<file path="src/sfr_pkg.sv">
`default_nettype none

package sfr_pkg;

    localparam logic [7:0]  SOF_BYTE        = 8'hAA;
    localparam logic [7:0]  ESC_BYTE        = 8'h1B;
    localparam logic [7:0]  ESC_XOR         = 8'h20;
    localparam logic [15:0] CRC_INIT        = 16'hFFFF;
    localparam logic [15:0] CRC_POLY        = 16'h1021;
    localparam logic [15:0] MAX_STUFFED_LEN = 16'd512;
    localparam logic [8:0]  MAX_PAYLOAD_LEN = 9'd256;

    typedef enum logic [1:0] {
        KIND_DATA   = 2'd0,
        KIND_ACCEPT = 2'd1,
        KIND_REJECT = 2'd2
    } kind_t;

    typedef enum logic [1:0] {
        ERR_NONE   = 2'd0,
        ERR_LENGTH = 2'd1,
        ERR_CRC    = 2'd2,
        ERR_FORMAT = 2'd3
    } err_t;

    typedef struct packed {
        logic [8:0] payload_count;
        err_t       error_code;
        logic [7:0] seq_num;
        logic [7:0] frame_type;
        logic [7:0] data_byte;
        kind_t      out_kind;
    } result_t;

    // crc-16-ccitt, msb first, one byte per call
    function automatic logic [15:0] crc_byte(input logic [15:0] crc, input logic [7:0] b);
        logic [15:0] c;
        c = crc ^ {b, 8'h00};
        for (int k = 0; k < 8; k++)
        begin
            c = c[15] ? ((c << 1) ^ CRC_POLY) : (c << 1);
        end
        return c;
    endfunction

endpackage

`default_nettype wire

</file>
<file path="src/sfr_in_stage.sv">
`default_nettype none

module sfr_in_stage
    import sfr_pkg::*;
(
    input  wire logic       clk,
    input  wire logic       rst_n,
    input  wire logic       s_axis_tvalid,
    output logic            s_axis_tready,
    input  wire logic [7:0] s_axis_tdata,   // rx_byte
    input  wire logic       take,
    output logic            byte_valid,
    output logic [7:0]      byte_out
);

    logic       valid_reg;
    logic [7:0] byte_reg;

    assign s_axis_tready = !valid_reg || take;
    assign byte_valid    = valid_reg;
    assign byte_out      = byte_reg;

    always_ff @(posedge clk or negedge rst_n)
    begin
        if (!rst_n)
        begin
            valid_reg <= 1'b0;
        end
        else if (s_axis_tready)
        begin
            valid_reg <= s_axis_tvalid;
        end
    end

    always_ff @(posedge clk)
    begin
        if (s_axis_tvalid && s_axis_tready)
        begin
            byte_reg <= s_axis_tdata;
        end
    end

endmodule

`default_nettype wire

</file>
<file path="src/sfr_decoder.sv">
`default_nettype none

module sfr_decoder
    import sfr_pkg::*;
(
    input  wire logic       clk,
    input  wire logic       rst_n,
    input  wire logic       byte_valid,
    input  wire logic [7:0] rx_byte,
    input  wire logic       take,
    output logic            res_valid,
    output result_t         res
);

    typedef enum logic [3:0] {
        PH_HUNT    = 4'b0001,
        PH_HEADER  = 4'b0010,
        PH_PAYLOAD = 4'b0100,
        PH_CRC     = 4'b1000
    } phase_t;

    phase_t      phase_reg,          phase_next;
    logic [31:0] header_store_reg,   header_store_next;
    logic [2:0]  header_fill_reg,    header_fill_next;
    logic [15:0] stuffed_left_reg,   stuffed_left_next;
    logic        escape_pending_reg, escape_pending_next;
    logic [15:0] running_crc_reg,    running_crc_next;
    logic [8:0]  decoded_count_reg,  decoded_count_next;
    logic [7:0]  crc_low_byte_reg,   crc_low_byte_next;
    logic        crc_second_reg,     crc_second_next;
    logic        format_bad_reg,     format_bad_next;

    logic [31:0] store_n;
    logic [15:0] crc_n;
    logic [15:0] left_dec;
    logic [15:0] rx_crc;
    logic [7:0]  value;
    logic        produce;
    logic [15:0] c_b1, c_b12, c_b123, c_b2, c_b23, c_b3;

    always_comb
    begin
        phase_next          = phase_reg;
        header_store_next   = header_store_reg;
        header_fill_next    = header_fill_reg;
        stuffed_left_next   = stuffed_left_reg;
        escape_pending_next = escape_pending_reg;
        running_crc_next    = running_crc_reg;
        decoded_count_next  = decoded_count_reg;
        crc_low_byte_next   = crc_low_byte_reg;
        crc_second_next     = crc_second_reg;
        format_bad_next     = format_bad_reg;

        store_n  = header_store_reg | ({24'h0, rx_byte} << {header_fill_reg[1:0], 3'b000});
        crc_n    = crc_byte(running_crc_reg, rx_byte);
        left_dec = stuffed_left_reg - 16'd1;
        rx_crc   = {rx_byte, crc_low_byte_reg};
        value    = rx_byte;
        produce  = 1'b0;

        // crc of the header bytes that follow a start byte found on rescan
        c_b1   = crc_byte(CRC_INIT, store_n[15:8]);
        c_b12  = crc_byte(c_b1, store_n[23:16]);
        c_b123 = crc_byte(c_b12, store_n[31:24]);
        c_b2   = crc_byte(CRC_INIT, store_n[23:16]);
        c_b23  = crc_byte(c_b2, store_n[31:24]);
        c_b3   = crc_byte(CRC_INIT, store_n[31:24]);

        res_valid         = 1'b0;
        res.out_kind      = KIND_DATA;
        res.data_byte     = 8'h00;
        res.frame_type    = header_store_reg[7:0];
        res.seq_num       = header_store_reg[15:8];
        res.error_code    = ERR_NONE;
        res.payload_count = decoded_count_reg;

        unique case (phase_reg)
            PH_HUNT:
            begin
                if (rx_byte == SOF_BYTE)
                begin
                    phase_next          = PH_HEADER;
                    header_store_next   = 32'h0;
                    header_fill_next    = 3'd0;
                    stuffed_left_next   = 16'h0;
                    escape_pending_next = 1'b0;
                    running_crc_next    = CRC_INIT;
                    decoded_count_next  = 9'd0;
                    crc_low_byte_next   = 8'h00;
                    crc_second_next     = 1'b0;
                    format_bad_next     = 1'b0;
                end
            end
            PH_HEADER:
            begin
                header_store_next = store_n;
                running_crc_next  = crc_n;
                header_fill_next  = header_fill_reg + 3'd1;
                if (header_fill_reg == 3'd3)
                begin
                    if (store_n[31:16] > MAX_STUFFED_LEN)
                    begin
                        res_valid         = 1'b1;
                        res.out_kind      = KIND_REJECT;
                        res.frame_type    = store_n[7:0];
                        res.seq_num       = store_n[15:8];
                        res.error_code    = ERR_LENGTH;
                        res.payload_count = 9'd0;

                        stuffed_left_next   = 16'h0;
                        escape_pending_next = 1'b0;
                        decoded_count_next  = 9'd0;
                        crc_low_byte_next   = 8'h00;
                        crc_second_next     = 1'b0;
                        format_bad_next     = 1'b0;
                        // rescan the stored header for a start byte
                        if (store_n[7:0] == SOF_BYTE)
                        begin
                            phase_next        = PH_HEADER;
                            header_store_next = {8'h00, store_n[31:8]};
                            header_fill_next  = 3'd3;
                            running_crc_next  = c_b123;
                        end
                        else if (store_n[15:8] == SOF_BYTE)
                        begin
                            phase_next        = PH_HEADER;
                            header_store_next = {16'h0, store_n[31:16]};
                            header_fill_next  = 3'd2;
                            running_crc_next  = c_b23;
                        end
                        else if (store_n[23:16] == SOF_BYTE)
                        begin
                            phase_next        = PH_HEADER;
                            header_store_next = {24'h0, store_n[31:24]};
                            header_fill_next  = 3'd1;
                            running_crc_next  = c_b3;
                        end
                        else if (store_n[31:24] == SOF_BYTE)
                        begin
                            phase_next        = PH_HEADER;
                            header_store_next = 32'h0;
                            header_fill_next  = 3'd0;
                            running_crc_next  = CRC_INIT;
                        end
                        else
                        begin
                            phase_next = PH_HUNT;
                        end
                    end
                    else
                    begin
                        stuffed_left_next = store_n[31:16];
                        phase_next = (store_n[31:16] != 16'h0) ? PH_PAYLOAD : PH_CRC;
                    end
                end
            end
            PH_PAYLOAD:
            begin
                running_crc_next  = crc_n;
                stuffed_left_next = left_dec;
                if (left_dec == 16'h0)
                begin
                    phase_next = PH_CRC;
                end
                if (escape_pending_reg)
                begin
                    value               = rx_byte ^ ESC_XOR;
                    escape_pending_next = 1'b0;
                    produce             = 1'b1;
                end
                else if (rx_byte == ESC_BYTE)
                begin
                    escape_pending_next = 1'b1;
                end
                else
                begin
                    produce = 1'b1;
                end
                if (produce && !format_bad_reg)
                begin
                    if (decoded_count_reg >= MAX_PAYLOAD_LEN)
                    begin
                        format_bad_next = 1'b1;
                    end
                    else
                    begin
                        decoded_count_next = decoded_count_reg + 9'd1;
                        res_valid          = 1'b1;
                        res.out_kind       = KIND_DATA;
                        res.data_byte      = value;
                        res.payload_count  = decoded_count_reg + 9'd1;
                    end
                end
            end
            PH_CRC:
            begin
                if (!crc_second_reg)
                begin
                    crc_low_byte_next = rx_byte;
                    crc_second_next   = 1'b1;
                end
                else
                begin
                    phase_next = PH_HUNT;
                    res_valid  = 1'b1;
                    if (rx_crc != running_crc_reg)
                    begin
                        res.out_kind   = KIND_REJECT;
                        res.error_code = ERR_CRC;
                    end
                    else if (format_bad_reg || escape_pending_reg)
                    begin
                        res.out_kind   = KIND_REJECT;
                        res.error_code = ERR_FORMAT;
                    end
                    else
                    begin
                        res.out_kind = KIND_ACCEPT;
                    end
                end
            end
            default:
            begin
                phase_next = PH_HUNT;
            end
        endcase

        res_valid = res_valid && byte_valid;
    end

    always_ff @(posedge clk or negedge rst_n)
    begin
        if (!rst_n)
        begin
            phase_reg          <= PH_HUNT;
            header_store_reg   <= 32'h0;
            header_fill_reg    <= 3'd0;
            stuffed_left_reg   <= 16'h0;
            escape_pending_reg <= 1'b0;
            running_crc_reg    <= CRC_INIT;
            decoded_count_reg  <= 9'd0;
            crc_low_byte_reg   <= 8'h00;
            crc_second_reg     <= 1'b0;
            format_bad_reg     <= 1'b0;
        end
        else if (byte_valid && take)
        begin
            phase_reg          <= phase_next;
            header_store_reg   <= header_store_next;
            header_fill_reg    <= header_fill_next;
            stuffed_left_reg   <= stuffed_left_next;
            escape_pending_reg <= escape_pending_next;
            running_crc_reg    <= running_crc_next;
            decoded_count_reg  <= decoded_count_next;
            crc_low_byte_reg   <= crc_low_byte_next;
            crc_second_reg     <= crc_second_next;
            format_bad_reg     <= format_bad_next;
        end
    end

endmodule

`default_nettype wire

</file>
<file path="src/sfr_out_stage.sv">
`default_nettype none

module sfr_out_stage
    import sfr_pkg::*;
(
    input  wire logic        clk,
    input  wire logic        rst_n,
    input  wire logic        res_valid,
    input  wire result_t     res,
    output logic             take,
    output logic             m_axis_tvalid,
    input  wire logic        m_axis_tready,
    output logic [39:0]      m_axis_tdata,  // data_byte, frame_type, seq_num, error_code, payload_count
    output logic [1:0]       m_axis_tuser   // out_kind
);

    logic    valid_reg;
    result_t res_reg;

    // the result register is free when empty or its request is taken now
    assign take          = !valid_reg || m_axis_tready;
    assign m_axis_tvalid = valid_reg;
    assign m_axis_tuser  = res_reg.out_kind;
    assign m_axis_tdata  = {5'b00000, res_reg.payload_count, res_reg.error_code,
                            res_reg.seq_num, res_reg.frame_type, res_reg.data_byte};

    always_ff @(posedge clk or negedge rst_n)
    begin
        if (!rst_n)
        begin
            valid_reg <= 1'b0;
        end
        else if (take)
        begin
            valid_reg <= res_valid;
        end
    end

    always_ff @(posedge clk)
    begin
        if (take && res_valid)
        begin
            res_reg <= res;
        end
    end

endmodule

`default_nettype wire

</file>
<file path="src/stuffed_frame_receiver_top.sv">
`default_nettype none

// Receiver for byte-stuffed frames: start byte 0xAA, type, sequence number,
// 16-bit stuffed length (low byte first), stuffed payload (0x1B escapes the next
// byte, xored with 0x20) and a crc-16-ccitt (init 0xFFFF) over header and stuffed
// bytes. Each decoded payload byte is delivered at once as a tentative result,
// and the frame closes with one accept or reject request (length, crc or format
// error, crc first). One byte is taken per clock cycle unless stalled: the input register, the
// decode and crc logic and the result register form a two-stage pipeline, so a result is
// registered in the result register from the byte held in the input register, and the
// input stalls only when a byte waits in the input register while the result
// register is full and not taken.
module stuffed_frame_receiver_top
    import sfr_pkg::*;
(
    input  wire logic        clk,
    input  wire logic        rst_n,
    input  wire logic        s_axis_tvalid,
    output logic             s_axis_tready,
    input  wire logic [7:0]  s_axis_tdata,  // rx_byte
    output logic             m_axis_tvalid,
    input  wire logic        m_axis_tready,
    output logic [39:0]      m_axis_tdata,  // data_byte, frame_type, seq_num, error_code, payload_count
    output logic [1:0]       m_axis_tuser   // out_kind
);

    logic       take;
    logic       byte_valid;
    logic [7:0] byte_data;
    logic       res_valid;
    result_t    res;

    sfr_in_stage u_in_stage (
        .clk           (clk),
        .rst_n         (rst_n),
        .s_axis_tvalid (s_axis_tvalid),
        .s_axis_tready (s_axis_tready),
        .s_axis_tdata  (s_axis_tdata),
        .take          (take),
        .byte_valid    (byte_valid),
        .byte_out      (byte_data)
    );

    sfr_decoder u_decoder (
        .clk        (clk),
        .rst_n      (rst_n),
        .byte_valid (byte_valid),
        .rx_byte    (byte_data),
        .take       (take),
        .res_valid  (res_valid),
        .res        (res)
    );

    sfr_out_stage u_out_stage (
        .clk           (clk),
        .rst_n         (rst_n),
        .res_valid     (res_valid),
        .res           (res),
        .take          (take),
        .m_axis_tvalid (m_axis_tvalid),
        .m_axis_tready (m_axis_tready),
        .m_axis_tdata  (m_axis_tdata),
        .m_axis_tuser  (m_axis_tuser)
    );

endmodule

`default_nettype wire

</file>
<file path="config.mk">
export PLATFORM = sky130hd
export DESIGN_NAME = stuffed_frame_receiver_top
export DESIGN_NICKNAME = d
export VERILOG_FILES = /design/src/sfr_pkg.sv /design/src/sfr_in_stage.sv /design/src/sfr_decoder.sv /design/src/sfr_out_stage.sv /design/src/stuffed_frame_receiver_top.sv
export SDC_FILE = /design/constraint.sdc
export NUM_CORES = 1
export LEC_CHECK = 0
export BUFFER_PORTS_ARGS = -buffer_cell sky130_fd_sc_hd__buf_2
export CAP_MARGIN = 20
export CELL_PAD_IN_SITES_DETAIL_PLACEMENT = 0
export CELL_PAD_IN_SITES_GLOBAL_PLACEMENT = 2
export CORE_ASPECT_RATIO = 0.8
export CORE_MARGIN = 2
export CORE_UTILIZATION = 36
export CTS_BUF_LIST = sky130_fd_sc_hd__clkbuf_4 sky130_fd_sc_hd__clkbuf_8
export DETAILED_ROUTE_END_ITERATION = 12
export HOLD_SLACK_MARGIN = 0.02
export PLACE_DENSITY = 0.83
export SLEW_MARGIN = 20
export SYNTH_ARGS = -nofsm -noshare
export SYNTH_HDL_FRONTEND = slang
export SYNTH_SLANG_ARGS = --single-unit
</file>
<file path="constraint.sdc">
create_clock -name clk -period 4.25 [get_ports clk]
set_input_delay 0.85 -clock clk [delete_from_list [all_inputs] [get_ports clk]]
set_output_delay 0.85 -clock clk [all_outputs]
set_load 0.005 [all_outputs]
</file>
==> reports/results.md <==
| Quantity | Reported |
|---|---|
| Final HPWL from detailed placement | 23,840 µm |
| Reg clk slew, reported paths | 80 ps |
| Max rail drop VDD | 0.0006007 V |
| Flop and latch count out of synthesis | 138 |
| Insertion delay of the later-clocked pin in the worst-skew pair | 480 ps |
| Post-detailed-route wirelength per cell | 22.78 µm |
| Critical path arrival | 3990 ps |
| Largest register FFs | 35 |
| Leakage power total | 4.186 nW |
| Max-slew violations | 0 |
| Post-detailed-route via-to-cell ratio | 5.791 |
| Final number of hold-violating endpoints | 0 |
| Clock buffer count from CTS | 17 |
| Die X-Extent | 184.8 µm |
| Area fraction of the dominant cell type after synthesis | 20.21% |
| Number of max-capacitance violations reported | 0 |
| Number of standard cells after synthesis | 1,037 |
| Count of warnings emitted by yosys | 0 |
| Worst-path fanout max | 12 |
| TritonCTS clock tree | done |
| Number of enable flip-flop cells after synthesis | 45 |
| Number of vias in the routed layout | 8,461 |
| Initial core utilization | 36.89% |
| Power density over cell area | 974.4 nW/µm² |
| Final wirelength | 33,280 µm |
| Cell types with the largest area share after synthesis | sky130_fd_sc_hd__dfrtp_1 (20%), sky130_fd_sc_hd__edfxtp_1 (14%), sky130_fd_sc_hd__xnor2_1 (7.7%) |
| Final worst-path cycle share | 84.84% |
| Die Ht | 148.6 µm |
| Via count of the first global-routing pass | 7,867 |
| Number of routed nets with antenna violations | 0 |
| Number of filler cells placed in the layout | 2,609 |
| Area Growth Syn to Fin | 13.64% |
| Slew at the pin closest to its max-slew limit | 1115 ps |
| Top_reg_cell synth | sky130_fd_sc_hd__dfrtp_1 |
| Synth unique cells | 94 |
| Cell row count | 52 |
| Pre-antenna DRT Iters | 6 |
| Reg2Reg Depth | 10 |
| Remaining DRCs | 0 |
| Max Buffers Root-to-Sink | 2 |
| Critical Path Start Type | flop |
| Worst R2R End | u_decoder.running_crc_reg[7] |
| Post-synthesis async set-or-reset flop share | 67.39% |
| CTS Hold Bufs | 0 |
| Type of the worst setup path | flop to flop |
| Port Buf Inserts | 50 |
| Hold Path Class | input port to asynchronous set/reset pin |
| Share of layout cells above drive strength 1 | 18.74% |
| Antenna violations before repair | 0 |
| Clock root buffer | sky130_fd_sc_hd__clkbuf_8 |
| Weighted congestion at the end of routability-driven global placement | 0.9558 |
| Rel. slew slack | 25.66% |
| Aggregate global-route resource usage | 24.66% |
| CP endpoint kind | flop |
| Leading area contributor after synthesis | sky130_fd_sc_hd__dfrtp_1 |
| Total negative slack | 0 ps |
| Area of combinational cells with multiple inputs | 5340 µm² |
| Clock skew | 15.54 ps |
| Worst reg2reg startpoint | u_in_stage.byte_out[2] |
| Fin crit period | 3606 ps |
| Wire length of the first global-routing pass | 50,490 µm |
| Number of sinks handled by clock tree synthesis | 138 |
| Final setup violating endpoints | 0 |
| Final core utilization | 41.93% |
| Post_cts resized | 0 |
| Seq/Total Area, Yosys | 39.32% |
| N_diodes | 0 |
| # Post-CTS Setup Buffers | 0 |
| Top-Level Pins | 56 |
| DR iter-0 viols | 1,083 |
| Final global-route overflow total | 0 |
| Achievable Freq | 277.4 MHz |
| Library cell with the highest instance count after synthesis | sky130_fd_sc_hd__nand2_1 |
| Core Area | 25,500 µm² |
| Pin count of the biggest net entering global routing | 72 |
| Footprint of the flip-flops and latches | 3700 µm² |
| Total number of H-tree levels | 4 |
| Nets | 1,115 |
| Reg2reg setup slack | 640 ps |
| Setup repair after global routing missed its margin | no |
| Required @ worst endpoint | 4630 ps |
| Result of the run | finished clean |
| Post-Syn Area per Cell | 9.073 µm² |
| Area enclosed by the die boundary | 27,450 µm² |
| Top post-synthesis cells by count | sky130_fd_sc_hd__nand2_1 (110), sky130_fd_sc_hd__nor2_1 (91), sky130_fd_sc_hd__xnor2_1 (83) |
| Cell area after synthesis | 9409 µm² |
## layer usage
metal	vias up	part of all wire, %	wire [µm]	track usage, %
li1	3902	-	-	-
met1	4124	49	16360	38.37
met2	398	40	13230	32.82
met3	37	9.7	3238	7.542
met4	0	1.3	444	5.516
met5	-	0	0	0
## worst max-delay path by stage
stage                                       startpoint  cells after the start  slack, ps                            to
after global placement    u_decoder.header_fill_reg[1]                     10        860  u_decoder.running_crc_reg[5]
after detailed placement  u_decoder.header_fill_reg[1]                     10        750  u_decoder.running_crc_reg[5]
after floorplan           u_decoder.header_fill_reg[0]                      8        820   u_out_stage.m_axis_tdata[0]
after global routing      u_decoder.header_fill_reg[1]                     11        390  u_decoder.running_crc_reg[7]
after CTS                 u_decoder.header_fill_reg[1]                     10        750  u_decoder.running_crc_reg[5]
final                           u_in_stage.byte_out[2]                     10        640  u_decoder.running_crc_reg[7]
## critical path, stage by stage (launching register included)
cell                       delay [ps]
sky130_fd_sc_hd__edfxtp_1         570
sky130_fd_sc_hd__nor4_1           450
sky130_fd_sc_hd__o21ai_1          230
sky130_fd_sc_hd__o31ai_1          640
sky130_fd_sc_hd__a21o_1           470
sky130_fd_sc_hd__buf_4            240
sky130_fd_sc_hd__nand2_1           60
sky130_fd_sc_hd__nand2_1          210
sky130_fd_sc_hd__a21oi_1          190
sky130_fd_sc_hd__a21boi_0         200
sky130_fd_sc_hd__a311oi_1         270
## metrics by stage
| step | power, W | std cells | setup slack [ps] | hold WS [ps] | cell area (µm²) |
|---|---|---|---|---|---|
| 6_report | 0.01042 | 1461 | 644.4 | 273.3 | 10690 |
| 5_1_grt | 0.01104 | 1461 | 393.1 | 264.3 | 10690 |
| 4_1_cts | 0.01028 | 1460 | 748.5 | 511.6 | 10670 |
| 3_5_place_dp | 0.009049 | 1428 | 749.9 | 492.2 | 10240 |
| 3_3_place_gp | 0.009025 | 1428 | 859.2 | 489.0 | 10240 |
| 2_1_floorplan | 0.007319 | 1041 | 817.6 | 461.6 | 9430 |
## cells by family (layout without fill, tap and decap cells)
family / Yosys count / in the layout / share of synthesized area [%]
simple gates: 323 / 323 / 16.29
xor+xnor: 129 / 129 / 13.34
buf+inv: 89 / 158 / 4.388
mux: 6 / 6 / 0.6649
other cells: 1 / 5 / 0.03986
fa+ha+maj: 6 / 6 / 0.7979
compound gates: 345 / 345 / 25.16
flops: 138 / 138 / 39.32
## final cells by class
cell class / instances / area share, %
clock buffer: 22 / 2.656
timing repair buffer: 108 / 6.740
clock inverter: 10 / 1.322
multi-input combinational: 814 / 49.94
tap: 351 / 4.107
inverter: 18 / 0.6319
sequential: 138 / 34.60
## where the power goes
part | switching, W | leakage [nW] | total (W) | internal (W)
sequential | 0.000399 | 1.63 | 0.00216 | 0.00176
combinational | 0.00408 | 2.34 | 0.00707 | 0.00299
clock | 0.000558 | 0.215 | 0.00119 | 0.000633
total | 0.00504 | 4.19 | 0.0104 | 0.00538
## cell usage in the layout, fill, tap and decap left out, drive strengths merged, types with 17 or more instances in the layout
| cell type | n |
|---|---|
| nand3 | 19 |
| nor3 | 24 |
| clkbuf | 22 |
| dfstp | 17 |
| a22o | 22 |
| xnor2 | 90 |
| nor2 | 92 |
| nand2 | 110 |
| inv | 19 |
| xor2 | 35 |
| o22ai | 29 |
| buf | 108 |
| o21ai | 85 |
| a21oi | 78 |
| edfxtp | 45 |
| dfrtp | 76 |
Power figures use the tool's default switching activity.
